$ cat config.mk
export PLATFORM = sky130hd
export DESIGN_NAME = ultrasonic_echo_ranger
export DESIGN_NICKNAME = d
export VERILOG_FILES = /design/src/rtl/uer_pkg.sv /design/src/rtl/uer_seq.sv /design/src/rtl/uer_hist.sv /design/src/rtl/ultrasonic_echo_ranger.sv
export SDC_FILE = /design/constraint.sdc
export NUM_CORES = 1
export LEC_CHECK = 0
export BUFFER_PORTS_ARGS = -buffer_cell sky130_fd_sc_hd__buf_2
export CORE_ASPECT_RATIO = 0.5
export CORE_MARGIN = 5
export CORE_UTILIZATION = 40
export DETAILED_ROUTE_END_ITERATION = 6
export MAX_ROUTING_LAYER = met4
export SYNTH_ARGS = -nofsm -noshare
export SYNTH_HDL_FRONTEND = slang
export SYNTH_SLANG_ARGS = --single-unit
$ cat constraint.sdc
create_clock -name clk -period 8.39 [get_ports clk]
set_input_delay 0.839 -clock clk [delete_from_list [all_inputs] [get_ports clk]]
set_output_delay 0.839 -clock clk [all_outputs]
set_load 0.02 [all_outputs]
$ cat src/rtl/uer_pkg.sv
// Shared types, register codes and constants of the ultrasonic echo ranger.
package uer_pkg;

	localparam int DIST_W = 13;
	localparam int SHIFT_W = 4;
	localparam int CFG_IDX_W = 2;
	localparam int HISTORY_DEPTH_DEF = 3;

	localparam logic [CFG_IDX_W-1:0] REG_TIMEOUT = 2'd0;
	localparam logic [CFG_IDX_W-1:0] REG_SHIFT = 2'd1;
	localparam logic [CFG_IDX_W-1:0] REG_UPPER = 2'd2;
	localparam logic [CFG_IDX_W-1:0] REG_LOWER = 2'd3;

	localparam logic [DIST_W-1:0] TIMEOUT_RST = 13'd7000;
	localparam logic [SHIFT_W-1:0] SHIFT_RST = 4'd6;
	localparam logic [DIST_W-1:0] UPPER_RST = 13'd100;
	localparam logic [DIST_W-1:0] LOWER_RST = 13'd10;

	localparam logic [1:0] PH_IDLE = 2'd0;
	localparam logic [1:0] PH_WAIT = 2'd1;
	localparam logic [1:0] PH_HIGH = 2'd2;

	typedef struct packed {
		logic start_measure;
		logic echo_level;
	} in_item_t;

	typedef struct packed {
		logic              trigger_out;
		logic              measure_done;
		logic [DIST_W-1:0] distance;
		logic [DIST_W-1:0] nearest;
		logic              present;
		logic              fault;
		logic              present_changed;
	} out_item_t;

	typedef struct packed {
		logic              trig;
		logic              done;
		logic [DIST_W-1:0] count;
	} uer_evt_t;

	typedef struct packed {
		logic [DIST_W-1:0]  timeout_ticks;
		logic [SHIFT_W-1:0] distance_shift;
		logic [DIST_W-1:0]  upper_threshold;
		logic [DIST_W-1:0]  lower_threshold;
	} uer_cfg_t;

endpackage

$ cat src/rtl/uer_seq.sv
// Measurement sequencer: trigger, wait for echo, and echo high time count.
module uer_seq import uer_pkg::*; (
	input  logic              clk,
	input  logic              arst_n,
	input  logic              fire,
	input  in_item_t          item,
	input  logic [DIST_W-1:0] timeout_ticks,
	output uer_evt_t          evt
);

	logic [1:0]        phase_q, phase_d;
	logic [DIST_W-1:0] tick_q, tick_d;

	always_comb begin
		phase_d = phase_q;
		tick_d = tick_q;
		evt = '0;
		evt.count = tick_q;
		unique case (phase_q)
			PH_WAIT: begin
				if (item.echo_level || tick_q >= timeout_ticks) begin
					tick_d = '0;
					phase_d = PH_HIGH;
				end else begin
					tick_d = tick_q + 1'b1;
				end
			end
			PH_HIGH: begin
				if (item.echo_level && tick_q < timeout_ticks) begin
					tick_d = tick_q + 1'b1;
				end else begin
					evt.done = 1'b1;
					phase_d = PH_IDLE;
				end
			end
			default: begin
				phase_d = PH_IDLE;
				if (item.start_measure) begin
					evt.trig = 1'b1;
					tick_d = '0;
					phase_d = PH_WAIT;
				end
			end
		endcase
	end

	always_ff @(posedge clk or negedge arst_n) begin
		if (!arst_n) begin
			phase_q <= PH_IDLE;
			tick_q <= '0;
		end else if (fire) begin
			phase_q <= phase_d;
			tick_q <= tick_d;
		end
	end

endmodule

$ cat src/rtl/uer_hist.sv
// Distance history ring, minimum tree and occupancy classification.
module uer_hist import uer_pkg::*; #(
	parameter int HISTORY_DEPTH = HISTORY_DEPTH_DEF
) (
	input  logic      clk,
	input  logic      arst_n,
	input  logic      fire,
	input  uer_evt_t  evt,
	input  uer_cfg_t  cfg,
	output out_item_t result
);

	localparam int PTR_W = (HISTORY_DEPTH > 1) ? $clog2(HISTORY_DEPTH) : 1;
	localparam int LVL = (HISTORY_DEPTH > 1) ? $clog2(HISTORY_DEPTH) : 0;
	localparam int LEAVES = 1 << LVL;

	logic [DIST_W-1:0] ring_q [HISTORY_DEPTH];
	logic [PTR_W-1:0]  ptr_q, ptr_d;
	logic [DIST_W-1:0] dist_q, min_q;
	logic              pres_q, flt_q;

	logic [DIST_W-1:0] new_dist, new_min;
	logic [DIST_W-1:0] leaf [LEAVES];
	logic [DIST_W-1:0] node [2*LEAVES-1];
	logic              new_pres, new_flt;
	logic              upd;

	assign upd = fire && evt.done;
	assign new_dist = evt.count >> cfg.distance_shift;
	assign ptr_d = (ptr_q == PTR_W'(HISTORY_DEPTH - 1)) ? '0 : ptr_q + 1'b1;

	for (genvar i = 0; i < LEAVES; i++) begin : g_leaf
		if (i < HISTORY_DEPTH) begin : g_used
			assign leaf[i] = (ptr_d == PTR_W'(i)) ? new_dist : ring_q[i];
		end else begin : g_pad
			assign leaf[i] = '1;
		end
	end

	always_comb begin
		for (int i = 0; i < LEAVES; i++) begin
			node[LEAVES-1+i] = leaf[i];
		end
		for (int k = LEAVES - 2; k >= 0; k--) begin
			node[k] = (node[2*k+2] < node[2*k+1]) ? node[2*k+2] : node[2*k+1];
		end
	end

	assign new_min = node[0];
	assign new_flt = new_min < cfg.lower_threshold;
	assign new_pres = (new_min < cfg.upper_threshold && new_min > cfg.lower_threshold)
		|| new_flt;

	always_comb begin
		result.trigger_out = evt.trig;
		result.measure_done = evt.done;
		if (evt.done) begin
			result.distance = new_dist;
			result.nearest = new_min;
			result.present = new_pres;
			result.fault = new_flt;
			result.present_changed = new_pres != pres_q;
		end else begin
			result.distance = dist_q;
			result.nearest = min_q;
			result.present = pres_q;
			result.fault = flt_q;
			result.present_changed = 1'b0;
		end
	end

	always_ff @(posedge clk or negedge arst_n) begin
		if (!arst_n) begin
			for (int i = 0; i < HISTORY_DEPTH; i++) begin
				ring_q[i] <= '0;
			end
		end else if (upd) begin
			for (int i = 0; i < HISTORY_DEPTH; i++) begin
				if (ptr_d == PTR_W'(i)) begin
					ring_q[i] <= new_dist;
				end
			end
		end
	end

	always_ff @(posedge clk or negedge arst_n) begin
		if (!arst_n) begin
			ptr_q <= '0;
			dist_q <= '0;
			min_q <= '0;
			pres_q <= 1'b0;
			flt_q <= 1'b0;
		end else if (upd) begin
			ptr_q <= ptr_d;
			dist_q <= new_dist;
			min_q <= new_min;
			pres_q <= new_pres;
			flt_q <= new_flt;
		end
	end

endmodule

$ cat src/rtl/ultrasonic_echo_ranger.sv
// Top level of the ultrasonic echo ranger: config registers, item register, result buffer.
//
//  Channel  Handshake            Payload      Direction
//  in       in_valid / in_stall  in_data      tick items into the block
//  out      out_valid / out_stall out_data    one result per tick item
//  cfg      cfg_wr_en            cfg_index, cfg_data  register writes, no wait
//
// Items go through item and result registers, one tick per cycle while out_stall is low.
// The rate is set by the single pass from the item register through the sequencer
// and the history minimum tree into the result register.
// Reset clears the sequencer, the history ring and both buffers, and loads register defaults.
// A stalled result holds while one more item waits in the item register.
module ultrasonic_echo_ranger import uer_pkg::*; #(
	parameter int HISTORY_DEPTH = HISTORY_DEPTH_DEF
) (
	input  logic                 clk,
	input  logic                 arst_n,
	input  logic                 in_valid,
	output logic                 in_stall,
	input  in_item_t             in_data,
	output logic                 out_valid,
	input  logic                 out_stall,
	output out_item_t            out_data,
	input  logic                 cfg_wr_en,
	input  logic [CFG_IDX_W-1:0] cfg_index,
	input  logic [DIST_W-1:0]    cfg_data
);

	uer_cfg_t  cfg_q;
	logic      valid_s1;
	in_item_t  item_s1;
	logic      out_valid_q;
	out_item_t out_data_q;
	logic      adv, fire, in_xfer;
	uer_evt_t  evt;
	out_item_t result;

	assign adv = !out_valid_q || !out_stall;
	assign fire = valid_s1 && adv;
	assign in_stall = valid_s1 && !adv;
	assign in_xfer = in_valid && !in_stall;
	assign out_valid = out_valid_q;
	assign out_data = out_data_q;

	always_ff @(posedge clk or negedge arst_n) begin
		if (!arst_n) begin
			cfg_q.timeout_ticks <= TIMEOUT_RST;
			cfg_q.distance_shift <= SHIFT_RST;
			cfg_q.upper_threshold <= UPPER_RST;
			cfg_q.lower_threshold <= LOWER_RST;
		end else if (cfg_wr_en) begin
			unique case (cfg_index)
				REG_TIMEOUT: cfg_q.timeout_ticks <= cfg_data;
				REG_SHIFT:   cfg_q.distance_shift <= cfg_data[SHIFT_W-1:0];
				REG_UPPER:   cfg_q.upper_threshold <= cfg_data;
				REG_LOWER:   cfg_q.lower_threshold <= cfg_data;
				default: ;
			endcase
		end
	end

	always_ff @(posedge clk or negedge arst_n) begin
		if (!arst_n) begin
			valid_s1 <= 1'b0;
		end else if (in_xfer) begin
			valid_s1 <= 1'b1;
		end else if (fire) begin
			valid_s1 <= 1'b0;
		end
	end

	always_ff @(posedge clk) begin
		if (in_xfer) begin
			item_s1 <= in_data;
		end
	end

	uer_seq u_seq (
		.clk           (clk),
		.arst_n        (arst_n),
		.fire          (fire),
		.item          (item_s1),
		.timeout_ticks (cfg_q.timeout_ticks),
		.evt           (evt)
	);

	uer_hist #(
		.HISTORY_DEPTH (HISTORY_DEPTH)
	) u_hist (
		.clk    (clk),
		.arst_n (arst_n),
		.fire   (fire),
		.evt    (evt),
		.cfg    (cfg_q),
		.result (result)
	);

	always_ff @(posedge clk or negedge arst_n) begin
		if (!arst_n) begin
			out_valid_q <= 1'b0;
		end else if (fire) begin
			out_valid_q <= 1'b1;
		end else if (!out_stall) begin
			out_valid_q <= 1'b0;
		end
	end

	always_ff @(posedge clk) begin
		if (fire) begin
			out_data_q <= result;
		end
	end

	a_stall_full: assert property (@(posedge clk) disable iff (!arst_n)
		in_stall |-> (valid_s1 && out_valid_q && out_stall))
		else $error("input stalled while a buffer is free");

	a_changed_done: assert property (@(posedge clk) disable iff (!arst_n)
		out_valid_q |-> (!out_data_q.present_changed || out_data_q.measure_done))
		else $error("present change reported without a completed measurement");

	a_fault_present: assert property (@(posedge clk) disable iff (!arst_n)
		out_valid_q |-> (!out_data_q.fault || out_data_q.present))
		else $error("fault reported without present");

	a_trig_done: assert property (@(posedge clk) disable iff (!arst_n)
		fire && evt.trig |=> !(fire && evt.done))
		else $error("measurement completed right after its trigger");

endmodule
# After elaboration in Yosys (flattened, before gate mapping)
# Index checks and enable logic that the tools add are counted.
[totals]
reg_bits = 162
in_bits = 22
out_inout_bits = 33
wordCells = 96
[op_classes]
addsub = 2
order_cmp = 8
n_eq_ne = 13
shift = 1
muxes = 23
reduce_logical = 24
[ops]
columns = ["cell", "count"]
rows = [
  ["two-way mux 13 bit", 9],
  ["< comparator 13 bit", 5],
  ["two-way mux 29 bit", 1],
  ["one-hot mux 13 bit (2 select lines)", 1],
  ["adder 13 x 1 -> 13 bit (second input constant)", 1],
  ["greater-or-equal comparator 13 bit", 1],
  ["> comparator 13 bit", 1],
  ["< comparator 13 bit (first input constant)", 1],
  [">> shifter 13 x 4 -> 13 bit", 1],
  ["equality test 2 bit (second input constant)", 5],
  ["two-way mux 1 bit", 8],
  ["AND reduction 2 bit", 4],
  ["equality test 2 x 1 -> 1 bit (second input constant)", 3],
  ["logical AND 1 bit", 6],
  ["two-way mux 2 bit", 3],
  ["!= test 2 x 1 -> 1 bit (second input constant)", 3],
  ["AND reduction 3 bit", 2],
  ["logical NOT 1 bit", 4],
  ["logical NOT 2 bit", 2],
  ["one-hot mux 2 bit (2 select lines)", 1],
  ["logical OR 1 bit", 3],
  ["nonzero test 3 bit", 1],
  ["adder 2 x 1 -> 2 bit (second input constant)", 1],
  ["!= test 2 bit (second input constant)", 1],
  ["other kinds (3)", 3],
]

# Longest topological paths before layout
[depth]
word_depth = 13
depth_mapped = 36
depth_no_buf = 31

# Cells and area by module
# A second synthesis with hierarchy kept.
[hier_totals]
cells_unflattened = 969
hier_area_um2 = 9623.0
[modules_own_cells]
columns = ["mod", "instances", "cells_each", "area_per_inst_um2", "seq_area_each_um2"]
rows = [
  ["uer_hist", 1, 682, 5590.4, 1726.7],
  ["ultrasonic_echo_ranger", 1, 134, 2711.4, 2134.5],
  ["uer_seq", 1, 153, 1321.3, 375.4],
]

# Worst setup path before layout
# OpenSTA, ideal clock, no wires.
[synth_timing]
path_kind = "register to register"
startpoint = "register cfg_q[27] (netlist bit)"
endpoint = "register out_data_q, in the netlist out_data[0] (data pin)"
setup_ns = 0.269
arrival_ns = 7.106
required_time_ns = 8.121
setup_slack_ns = 1.015
path_stages_with_launch = 37
path_buffers = 5
period_less_slack_ns = 7.375
path_cell_list = "dfstp_2 > buf_6 > buf_2 > buf_2 > mux2i_1 > nand2_1 > a311o_1 > nand2_1 > o21a_1 > inv_1 > ha_1 > nand2_1 > o21ai_0 > a221oi_1 > o21ai_0 > a21oi_1 > buf_6 > mux2_2 > ha_1 > a21oi_1 > o21ai_0 > a221oi_1 > and2_1 > a2111oi_2 > nand4bb_4 > buf_8 > mux2i_1 > inv_1 > ha_1 > nand3_1 > o21bai_1 > a31oi_1 > a211oi_1 > o21ai_0 > inv_1 > o41ai_2 > mux2i_1"
[synth_rtl]
columns = ["item", "line", "text"]
rows = [
  ["start: declaration", "ultrasonic_echo_ranger.sv:29", "uer_cfg_t cfg_q;"],
  ["end signal: assignment", "ultrasonic_echo_ranger.sv:110", "out_data_q <= result;"],
  ["end: declaration", "ultrasonic_echo_ranger.sv:33", "out_item_t out_data_q;"],
]

==> results.yml <==
run_status:
  status: "completed"
global_route:
  antenna_found_initial: 1
  grt_pass1_wl_mm: 38.6
  grt_usage_pct: 18.9
  first_global_vias: 6980
  gr-total-overflow: 0
  grt_max_degree: 128
sta:
  finalHoldViolations: 0
  setup_ws_ns: 0.432
  fmax_ghz: 0.126
  setup_viol: 0
  worstMarginPinSlew_ns: 1.13
  finalClockSkew_ns: 0.0102
  hold_slack_ns: 0.376
  slew_viol_final: 0
  max_slew_margin_pct: 24.8
  rsz0062_at_grt: "no"
  fin_tns_setup_ns: 0
  period_share_pct: 94.8
  layout_min_cycle_time_ns: 7.96
pwr:
  power_leakage_nw: 4.99
  ir_worst_vdd_v: 0.000231
  p_total_mw: 3.90
  powerDensity_nw_per_um2: 363
logic_synthesis:
  synth.most_common_cell: "nand2_1"
  netlist.area_leader.share_pct: 30.5
  ys_seq_area_share_pct: 44.9
  synth_seq_cells: 162
  synth_ff_type: "dfrtp_1"
  postSynthAreaPerCell_sq_um: 9.76
  synth_area_sq_um: 9440
  ys_types: 60
  synthArstFlopShare_pct: 79.6
  yosysTopAreaCell: "dfrtp_1"
  ys_warn_count: 0
  synth_commonest_cells: "139 x nand2_1, 115 x dfrtp_1, 109 x o21ai_0"
  synthTopCellsByArea: "dfrtp_1 30%, edfxtp_1 11%, ha_1 8.6%"
  synthesis.instances: 967
  synth_edf_count: 33
  synth_nets: 1054
finish:
  stdcell_area_sq_um: 10700
  register_area_sq_um: 4240
  multi_input_area_sq_um: 4690
  drive_above_1_share_pct: 21.9
  n_fill_cell: 2142
  nets: 1106
  syn_to_final_growth_pct: 13.8
floorplan:
  io_pins: 55
  initial_core_util_pct: 41.0
  dieWidth_um: 227
  dieArea_sq_um: 27000
  fp-row-count: 39
  core_sq_um: 23000
  die_h_um: 119
clock_network:
  htree_levels: 4
  clkLatencyLatePin_ns: 0.44
  cts.sinks: 162
  root_buffer: "clkbuf_16"
  cts.clk_slew.worst_paths_ns: 0.07
  clockBufferDepth: 2
  cts_tree: "yes"
  postCtsHoldBufs: 0
  cts_buffers: 17
placed_design:
  preCtsSetupSlack_ns: 0.261
  place.gp.congestion: 0.897
  dpl_cell_area_sq_um: 10000
  port_buffers: 54
  place_hpwl_mm: 17.6
drt:
  viasPerCell: 5.36
  ant_nets: 0
  post-route-drc-count: 0
  routed_wl_mm: 24.3
  first_pass_iters: 5
  routed-via-count: 7186
  first_iter_violations: 581
  wl_per_cell_um: 18.2
critical_path:
  worstPathMaxFanout: 17
  cp.arrival_ns: 8.14
  crit_type: "register to register"
  cp_data_required_time_ns: 8.57
  cp-end-kind: "register"
  slowest_delay_ns: 0.71
  cp_slowest_cell: "dfstp_4"
  start_kind: "register"
min_path:
  hp-class: "primary input to async pin"
run:
  cap_viol_max_count: 0
[repair_timing]
| item | in CTS | in global routing |
|---|---|---|
| resized for setup | 0 | 11 |
| endpoints found under the setup margin | 0 | 4 |
| setup buffers | 0 | 8 |
[registers in the layout, summed over array words and instances, names as in the netlist, 2 cells and up]
name           cells
cfg_q             43
u_hist.ring_q     39
out_data          31
u_hist.dist_q     13
u_hist.min_q      13
u_seq.tick_q      13
item_s1            2
u_hist.ptr_q       2
u_seq.phase_q      2
[stage by stage]
stage / instances / utilization, %
CTS: 1330 / 46.1
detailed placement: 1298 / 43.6
global placement: 1298 / 43.6
global route: 1340 / 46.6
finish: 1340 / 46.6
floorplan: 967 / -
[routing by layer]
layer | GRT usage [%] | part of all wire [%] | vias to the layer above
li1 | - | - | 3512
met4 | 4.29 | 1.1 | 0
met1 | 26.8 | 49 | 3476
met2 | 28.1 | 45 | 179
met5 | - | 0 | -
met3 | 3.72 | 4.8 | 19
[cells by family after synthesis]
family	count (synthesis)	synth area share [%]
adders and majority gates	65	8.62
buffers and inverters	143	6.10
AOI/OAI and AO/OA	244	15.7
and+or+nand+nor	254	12.3
DFF	162	44.9
muxes	99	12.4
[cell type report]
type	count	area share, %
flip-flops and latches	162	39.5
clock buffers	17	3.96
inverters	92	3.22
repair buffers	83	4.57
multi-input cells	663	43.7
diodes	1	0.0233
well taps	307	3.58
clock inverters	15	1.46
[critical path, delay by kind of cell (launching register included)]
kind	cells	cell delay [ns]
compound gates	14	2.98
fa+ha+maj	3	0.96
buf+inv	2	0.27
flops	1	0.71
mux	4	1.64
simple gates	7	1.12
[worst paths after layout]
kind / cells past startpoint / startpoint / slack (ns) / to
setup / recovery: 30 / cfg_q[28]$_DFFE_PN1P_ / 0.43 / out_data[0]$_SDFFCE_PN0P_
hold / removal: 1 / arst_n / 0.38 / cfg_q[10]$_DFFE_PN0P_
setup reg to reg: 30 / cfg_q[28]$_DFFE_PN1P_ / 0.43 / out_data[0]$_SDFFCE_PN0P_
hold reg to reg: 2 / u_hist.dist_q[7]$_DFFE_PN0P_ / 0.48 / u_hist.dist_q[7]$_DFFE_PN0P_
max in group asynchronous: 3 / arst_n / 6.36 / u_hist.ring_q[38]$_DFFE_PN0P_
min in group clk: 2 / u_hist.dist_q[7]$_DFFE_PN0P_ / 0.48 / u_hist.dist_q[7]$_DFFE_PN0P_
[power by group]
group          internal [mW]  switching [mW]
logic                  0.946            1.11
registers              0.969          0.0830
clock network          0.442           0.342
[cells in the final DEF (no fill, tap or decap), types with 11 or more instances in the layout]
| cell type | Yosys | final |
|---|---|---|
| nand2_1 | 139 | 139 |
| dfrtp_1 | 115 | 115 |
| o21ai_0 | 109 | 106 |
| inv_1 | 92 | 92 |
| mux2_2 | 66 | 66 |
| ha_1 | 65 | 65 |
| buf_2 | 6 | 53 |
| nor2_1 | 42 | 41 |
| a21oi_1 | 40 | 39 |
| edfxtp_1 | 33 | 33 |
| buf_4 | 1 | 30 |
| a21o_1 | 19 | 19 |
| mux2i_1 | 22 | 18 |
| nand3_1 | 17 | 17 |
| clkbuf_16 | 0 | 17 |
| a31oi_1 | 14 | 14 |
| nand4_1 | 12 | 12 |
| dfstp_2 | 14 | 12 |
| o21a_1 | 11 | 11 |
| o22ai_1 | 11 | 11 |
Note: power is estimated with default switching activity, not from simulation.
